### config.mk
export PLATFORM = sky130hd
export DESIGN_NAME = rls_scan
export DESIGN_NICKNAME = d
export VERILOG_FILES = /design/src/design/rls_pkg.sv /design/src/design/rls_scan.sv
export SDC_FILE = /design/constraint.sdc
export NUM_CORES = 1
export LEC_CHECK = 0
export ABC_AREA = 1
export BUFFER_PORTS_ARGS = -buffer_cell sky130_fd_sc_hd__buf_2
export CORE_MARGIN = 2
export CORE_UTILIZATION = 55
export CTS_CLUSTER_SIZE = 14
export DETAILED_ROUTE_END_ITERATION = 7
export PLACE_DENSITY = 0.86
export REMOVE_ABC_BUFFERS = 1
export SYNTH_ARGS = -nofsm -noshare
export SYNTH_HDL_FRONTEND = slang
export SYNTH_SLANG_ARGS = --single-unit
### constraint.sdc
create_clock -name clk -period 3.45 [get_ports clk]
set_clock_uncertainty 0.05 [all_clocks]
set_input_delay 0.69 -clock clk [delete_from_list [all_inputs] [get_ports clk]]
set_output_delay 0.69 -clock clk [all_outputs]
set_load 0.05 [all_outputs]
### src/design/rls_pkg.sv
// Shared constants, codes and types of the run-length smoothing block.
// No dependencies.
package rls_pkg;

  localparam int MAX_WIDTH  = 512;
  localparam int MAX_HEIGHT = 512;

  localparam int COL_W  = 9;
  localparam int ROW_W  = 9;
  localparam int IDX_W  = (COL_W > ROW_W) ? COL_W : ROW_W;
  localparam int ADDR_W = ROW_W + COL_W;
  localparam int CFG_W  = 10;
  localparam int LEN_W  = CFG_W;
  localparam int CFG_IDX_W = 2;

  typedef enum logic [CFG_IDX_W-1:0] {
    REG_HLIMIT,
    REG_VLIMIT,
    REG_WIDTH,
    REG_HEIGHT
  } cfg_reg_t;

  typedef enum logic {
    ACT_LOAD,
    ACT_QUERY
  } action_t;

  typedef enum logic [2:0] {
    SC_IDLE,
    SC_ISSUE,
    SC_DRAIN,
    SC_DECIDE,
    SC_FINISH
  } scan_state_t;

  typedef struct packed {
    logic [COL_W-1:0] column;
    logic [ROW_W-1:0] row;
  } coord_t;

  typedef struct packed {
    coord_t pos;
    logic   hb;
    logic   vb;
  } result_t;

  typedef struct packed {
    logic [LEN_W-1:0] width;
    logic [LEN_W-1:0] height;
    logic [LEN_W-1:0] hlimit;
    logic [LEN_W-1:0] vlimit;
  } geom_t;

  typedef struct packed {
    logic              en;
    logic [ADDR_W-1:0] addr;
  } rd_req_t;

endpackage

### src/design/rls_scan.sv
// Query sequencer: sweeps the queried row, then the queried column, through
// the frame store and decides both smears. Depends on rls_pkg.
module rls_scan (
  input  logic            clk,
  input  logic            rst_n,
  input  logic            req_valid,
  input  rls_pkg::coord_t req,
  input  rls_pkg::geom_t  geom,
  output logic            scan_ready,
  output logic            res_valid,
  input  logic            res_ready,
  output rls_pkg::result_t res,
  output rls_pkg::rd_req_t rd_req,
  input  logic            rd_data
);

  rls_pkg::scan_state_t state_r, state_nxt;

  rls_pkg::coord_t                pos_r;
  logic                           vert_r;
  logic [rls_pkg::IDX_W-1:0]      idx_r;
  logic                           rd_vld_r;
  logic [rls_pkg::IDX_W-1:0]      rd_idx_r;
  logic                           have_last_r;
  logic [rls_pkg::IDX_W-1:0]      last_r;
  logic                           found_end_r;
  logic [rls_pkg::IDX_W-1:0]      end_r;
  logic                           center_r;
  logic                           hb_r;
  logic                           vb_r;

  logic [rls_pkg::LEN_W-1:0] line_len;
  logic [rls_pkg::LEN_W-1:0] line_limit;
  logic [rls_pkg::IDX_W-1:0] line_pos;
  logic                      last_issue;
  logic                      in_image;
  logic [rls_pkg::LEN_W-1:0] run_start;
  logic [rls_pkg::LEN_W-1:0] run_len;
  logic                      run_black;

  always_comb begin
    line_len   = vert_r ? geom.height : geom.width;
    line_limit = vert_r ? geom.vlimit : geom.hlimit;
    line_pos   = vert_r ? rls_pkg::IDX_W'(pos_r.row) : rls_pkg::IDX_W'(pos_r.column);
    last_issue = (rls_pkg::LEN_W'(idx_r) == (line_len - rls_pkg::LEN_W'(1)));
    in_image   = (rls_pkg::LEN_W'(req.column) < geom.width) &&
                 (rls_pkg::LEN_W'(req.row) < geom.height);
    // run spans from just past the last black before the pixel up to the
    // first black after it
    run_start  = have_last_r ? (rls_pkg::LEN_W'(last_r) + rls_pkg::LEN_W'(1))
                             : '0;
    run_len    = rls_pkg::LEN_W'(end_r) - run_start;
    run_black  = center_r | (found_end_r & (run_len <= line_limit));
  end

  // next state
  always_comb begin
    state_nxt = state_r;
    unique case (state_r)
      rls_pkg::SC_IDLE: begin
        if (req_valid) begin
          state_nxt = in_image ? rls_pkg::SC_ISSUE : rls_pkg::SC_FINISH;
        end
      end
      rls_pkg::SC_ISSUE: begin
        if (last_issue) begin
          state_nxt = rls_pkg::SC_DRAIN;
        end
      end
      rls_pkg::SC_DRAIN: begin
        state_nxt = rls_pkg::SC_DECIDE;
      end
      rls_pkg::SC_DECIDE: begin
        state_nxt = vert_r ? rls_pkg::SC_FINISH : rls_pkg::SC_ISSUE;
      end
      rls_pkg::SC_FINISH: begin
        if (res_ready) begin
          state_nxt = rls_pkg::SC_IDLE;
        end
      end
      default: state_nxt = rls_pkg::SC_IDLE;
    endcase
  end

  // outputs
  always_comb begin
    scan_ready  = (state_r == rls_pkg::SC_IDLE);
    res_valid   = (state_r == rls_pkg::SC_FINISH);
    rd_req.en   = (state_r == rls_pkg::SC_ISSUE);
    rd_req.addr = vert_r ? {idx_r[rls_pkg::ROW_W-1:0], pos_r.column}
                         : {pos_r.row, idx_r[rls_pkg::COL_W-1:0]};
    res.pos     = pos_r;
    res.hb      = hb_r;
    res.vb      = vb_r;
  end

  always_ff @(posedge clk) begin
    if (!rst_n) begin
      state_r  <= rls_pkg::SC_IDLE;
      rd_vld_r <= 1'b0;
    end else begin
      state_r  <= state_nxt;
      rd_vld_r <= rd_req.en;
    end
  end

  always_ff @(posedge clk) begin
    rd_idx_r <= idx_r;
    unique case (state_r)
      rls_pkg::SC_IDLE: begin
        if (req_valid) begin
          pos_r       <= req;
          vert_r      <= 1'b0;
          idx_r       <= '0;
          have_last_r <= 1'b0;
          found_end_r <= 1'b0;
          center_r    <= 1'b0;
          hb_r        <= 1'b0;
          vb_r        <= 1'b0;
        end
      end
      rls_pkg::SC_ISSUE: begin
        if (!last_issue) begin
          idx_r <= idx_r + rls_pkg::IDX_W'(1);
        end
      end
      rls_pkg::SC_DECIDE: begin
        if (vert_r) begin
          vb_r <= run_black;
        end else begin
          hb_r <= run_black;
        end
        vert_r      <= 1'b1;
        idx_r       <= '0;
        have_last_r <= 1'b0;
        found_end_r <= 1'b0;
        center_r    <= 1'b0;
      end
      default: begin
      end
    endcase

    // returning read beat; never overlaps a tracker clear
    if (rd_vld_r) begin
      if (rd_idx_r < line_pos) begin
        if (rd_data) begin
          have_last_r <= 1'b1;
          last_r      <= rd_idx_r;
        end
      end else if (rd_idx_r == line_pos) begin
        center_r <= rd_data;
      end else if (rd_data && !found_end_r) begin
        found_end_r <= 1'b1;
        end_r       <= rd_idx_r;
      end
    end
  end

endmodule

Yosys cells after proc, flatten, opt, wreduce, memory -nomap -nowiden

Index checks and enable logic that the tools add are counted.

Latch bits: 0
Output and inout bits: 41
Bits in registers: 64
Bits in writable memories: 0
Memories kept: 0
Memory bits (read-only): 0

Bitwise logic cells: 4
Reductions and logical operators: 14
Div/mod/pow operators: 0
$add $sub $neg: 4
$lt $le $gt $ge: 4
Multiply operators: 0
Shift-type cells: 0
Equal/unequal tests: 12
Muxes and demuxes: 36

Operators with widths:

| cell                                                                  | number |
|---|---|
| 10-bit 2-to-1 mux                                                     | 3 |
| 9-bit 2-to-1 mux                                                      | 3 |
| 9-bit one-hot mux with 3 select lines                                 | 1 |
| 9-bit by 10-bit < comparator with 1-bit output                        | 2 |
| 18-bit 2-to-1 mux                                                     | 1 |
| 1-bit 2-to-1 mux                                                      | 16 |
| 3-bit 2-to-1 mux                                                      | 5 |
| 3-bit one-hot mux with 5 select lines                                 | 1 |
| 3-bit AND reduction                                                   | 5 |
| 1-bit one-hot mux with 2 select lines                                 | 6 |
| 9-bit by 1-bit adder with 10-bit output (second input constant)       | 1 |
| 9-bit by 10-bit == test with 1-bit output                             | 1 |
| 10-bit less-or-equal comparator                                       | 1 |
| 10-bit by 1-bit subtractor with 10-bit output (second input constant) | 1 |
| 9-bit by 10-bit subtractor with 10-bit output                         | 1 |
| 9-bit by 1-bit adder with 9-bit output (second input constant)        | 1 |
| 9-bit == test                                                         | 1 |
| 9-bit < comparator                                                    | 1 |
| 2-bit != test (second input constant)                                 | 4 |
| 3-bit by 2-bit == test with 1-bit output (second input constant)      | 2 |
| 2-bit by 1-bit != test with 1-bit output (second input constant)      | 2 |
| 2-bit AND reduction                                                   | 2 |
| 4-bit AND reduction                                                   | 1 |
| 3-bit by 1-bit == test with 1-bit output (second input constant)      | 1 |
| other kinds (9)                                                       | 11 |

Longest topological paths before layout

Depth after elaboration: 8
Mapped depth: 24
Depth with buffers taken out: 24

Worst setup path after synthesis

OpenSTA, ideal clock, no wires.

Path kind: register to register
Start: register state_r[2]
End: register idx_r[0] (netlist bit) (enable)
Arrival: 3.068 ns
Period minus slack after synthesis: 3.453 ns
Path slack: -0.003 ns
Cell stages (with the launch flop): 6
Cell sequence: dfxtp_1 > nor3_1 > inv_1 > nor2_1 > nor2_1 > nand2_1

Cells in the longest elaborated chain, start to end: 3
Elaborated cells on any way between the ends: 7
Classes of those cells: eq/ne (4); reduce/logical (3)

RTL lines:

| item                                                                        | RTL line        | text |
|---|---|---|
| start: declaration                                                          | rls_scan.sv:17  | `rls_pkg::scan_state_t state_r, state_nxt;` |
| start signal: assignment                                                    | rls_scan.sv:99  | `state_r <= rls_pkg::SC_IDLE;` |
| start signal: assignment                                                    | rls_scan.sv:102 | `state_r <= state_nxt;` |
| 3-bit zero test (*)                                                         | -               |  |
| named net scan_ready                                                        | rls_scan.sv:9   | `output logic scan_ready,` |
| 2-bit != test (no source line) / 3-bit nonzero test (equally long branches) | -               |  |
| 3-bit AND reduction (no source line) (*)                                    | -               |  |
| end signal: assignment                                                      | rls_scan.sv:124 | `idx_r <= idx_r + rls_pkg::IDX_W'(1);` |
| end: declaration                                                            | rls_scan.sv:21  | `logic [rls_pkg::IDX_W-1:0] idx_r;` |

Mark *: on every way through the listed nets, which the timed path passes. The rest lies on a longest branch.
A chain may end at the register's enable or synchronous reset.

Worst setup path after layout

Start: register last_r[1] (netlist bit)
End: register hb_r, data pin

Cells in the longest elaborated chain, start to end: 8

RTL lines:

| item                                          | RTL line        | text |
|---|---|---|
| start: declaration                            | rls_scan.sv:25  | `logic [rls_pkg::IDX_W-1:0] last_r;` |
| start signal: assignment                      | rls_scan.sv:148 | `last_r <= rd_idx_r;` |
| 9-bit by 1-bit adder with 10-bit output       | rls_scan.sv:50  | `run_start = have_last_r ? (rls_pkg::LEN_W'(last_r) + rls_pkg::LEN_W'(1))` |
| 10-bit 2-to-1 mux                             | rls_scan.sv:50  |  |
| 9-bit by 10-bit subtractor with 10-bit output | rls_scan.sv:52  | `run_len = rls_pkg::LEN_W'(end_r) - run_start;` |
| 10-bit less-or-equal comparator               | rls_scan.sv:53  | `run_black = center_r \| (found_end_r & (run_len <= line_limit));` |
| 1-bit AND                                     | rls_scan.sv:53  |  |
| 1-bit OR                                      | rls_scan.sv:53  |  |
| 1-bit 2-to-1 mux                              | rls_scan.sv:128 | `if (vert_r) begin` |
| 1-bit one-hot mux with 2 select lines         | rls_scan.sv:109 | `unique case (state_r)` |
| end signal: assignment                        | rls_scan.sv:131 | `hb_r <= run_black;` |
| end: declaration                              | rls_scan.sv:29  | `logic hb_r;` |

No other way between the ends. The select of a mux whose other input is x is not followed.

==> results.ini <==
[global_route]
grt_usage_pct=26.3
overflow=0
grt_pass1_vias=4372
grt_start_max_net_pins=25
antenna_found_initial=0
grt_pass1_wl_mm=18.8

[synth]
netlist_area_sq_um=4600
ys_seq_area_share_pct=38.3
synth_edf_count=48
ys_async_sr_fraction_pct=0
postSynthCellCount=584
ys.flop_type=edfxtp_1
ys_ff_latch=64
syn_area_per_cell_sq_um=7.88
synth.distinct_cells=39
ys_warn_count=0

[final_layout]
final_cell_mix=144 x nand2_1, 103 x buf_2, 94 x inv_1, 48 x edfxtp_1, 45 x ha_1
nNetsFinal=817
n_antenna_cell=0
instances_no_fill=815
final_area_sq_um=5610
final_common_cell=nand2_1
final_layout_size_suffix_gt1_share_pct=25.6
syn2layout_area_growth_pct=21.9

[floorplan]
pin_count=104
die_x_microns=95.5
fp-row-count=33
die_area_sq_um=9120
core_area_sq_um=8180
die-height_microns=95.5
initial_core_util_pct=56.3

[route]
vias=4419
viasPerCell=5.42
met2_length_mm=5.89
drt_drc_violations_left=0
top_layer_used=met4
routedWlPerCell_microns=14.2
drt_iter0_markers=291
antenna_left=0
wl_met1_mm=4.40
drt_pass1_iterations=5
routed_wl_mm=11.6
wl_met3_microns=801

[timing]
period_share_pct=97.3
rsz0062_at_grt=yes
setup_viol=0
max_slew_margin_pct=60.1
drv_slew=0
fin_crit_ps=3360
worst_slew_pin_slew_ps=598
hold_viol=0
max_freq_mhz=298

[power_and_ir_drop]
p_leak_nw=2.79
p_per_area_nw_per_um2=823
vdd_drop_max_mv=0.507
total_power_mw=4.62

[clocking]
clk_latency_ps=340
path_clk_slew_ps=70
cts.sinks=64
cts_buffers=9
h-tree-depth=3
cts_tree=built
clockBufferDepth=2
cts-root-buf=clkbuf_8

[critical_path]
r2r-start=last_r[1]
cp.required_ps=3500
start_kind=flip-flop
path_max_fanout=3
reg2reg_depth=18
cp-end-kind=flip-flop
worstPathArrival_ps=3410
critical_path_class=flip-flop to flip-flop
r2r_slack_ps=90
worstReg2RegEnd=hb_r

[run_status]
status=complete, no violations

[worst_hold_path]
min_from=rd_idx_r[4]
min_to=last_r[4]
min_path_cells=0
hold_path_class=flip-flop to flip-flop

[placed_design]
place_hpwl_mm=8.90
numPortBuffers=103
dp_cells=793
gp_congestion=0.877
place_area_sq_um=5260

[run]
max-cap-violations=0

[cells in the mapped netlist, drive strengths merged, types with 2 or more instances]
master  instances  area, sq um
nand3          21          110
a21oi          33          165
o21bai          2         15.0
nor2           47          189
nand2         156          621
o31ai           3         22.5
xor2            4         35.0
nor4            4         25.0
dfxtp          16          320
o211ai          2         15.0
inv            98          368
ha             48          601
clkbuf          5         18.8
mux2i           9         90.1
buf             7         73.8
edfxtp         48         1440
nor3            9         45.0
o21ai          47          250
o21a            5         37.5
nand4           7         43.8
xnor2           5         43.8
[how the worst max path moves through the flow]
stage / startpoint / end / slack [ps] / cells past startpoint
5_1_grt: last_r[1] / vb_r / -160 / 22
3_3_place_gp: last_r[0] / vb_r / 110 / 21
6_report: last_r[1] / hb_r / 90 / 18
4_1_cts: last_r[0] / hb_r / 2 / 23
3_5_place_dp: last_r[0] / hb_r / -80 / 17
2_1_floorplan: vert_r / rd_req[9] / -590 / 2
[sequential cells by signal, summed over array words and instances, names as in the netlist, 3 cells and up]
register  count
state_r       3
end_r         9
idx_r         9
rd_idx_r      9
res          18
last_r        9
[where the power goes]
| group | switching [mW] | internal [mW] | leakage [nW] |
|---|---|---|---|
| clock | 0.298 | 0.342 | 0.104 |
| sequential | 0.227 | 1.13 | 0.590 |
| combinational | 1.82 | 0.795 | 2.09 |
| total | 2.35 | 2.27 | 2.79 |
[layer usage]
metal	vias to the layer above	GRT usage (%)
li1	2172	-
met1	2005	30.5
met2	194	47.1
met3	48	3.24
met4	0	14.2
met5	-	0
[logic make-up after synthesis]
logic type	count (synthesis)	synth area share [%]
adders and majority gates	49	13.5
AOI/OAI and AO/OA	97	11.8
buffers and inverters	110	10.0
DFF	64	38.3
xor gates and xnor gates	9	1.71
muxes	9	1.96
and+or+nand+nor	246	22.8
[timing repair]
item	in CTS	in global routing
pin swaps	1	21
buffers inserted	1	5
hold buffers	0	0
gates resized for setup	3	29
hold endpoints to repair	0	0
endpoints found under the setup margin	2	2
[area by class of cell]
class	instances	area, sq um
Clock inverter	4	23.8
Clock buffer	12	176
Inverter	98	368
Multi-Input combinational cell	410	2490
Timing Repair Buffer	122	658
Tap cell	105	131
Sequential cell	64	1760
Fill cell	639	2570
[critical path, cell delays in order (launching register included)]
cell	delay, ps
edfxtp_1	410
ha_2	220
a21oi_1	170
o21ai_0	110
ha_1	330
inv_1	110
o31ai_2	250
a21oi_1	100
o21bai_1	240
xnor2_1	160
inv_1	60
ha_1	280
nand2_1	70
inv_1	60
nand2_1	60
a21oi_2	120
nor2_1	50
o21ai_1	160
a21oi_2	80
[stage by stage]
stage          util (%)  worst slack, ps  setup TNS, ps  hold slack, ps
2_1_floorplan         -             -590         -12910             356
3_3_place_gp       64.3              112              0             390
3_5_place_dp       64.3            -75.3           -151             406
4_1_cts            66.9             1.81              0             421
5_1_grt            68.6             -159           -318             439
6_report           68.6             94.8              0             418
No activity file was read; power rests on OpenSTA's default activity.
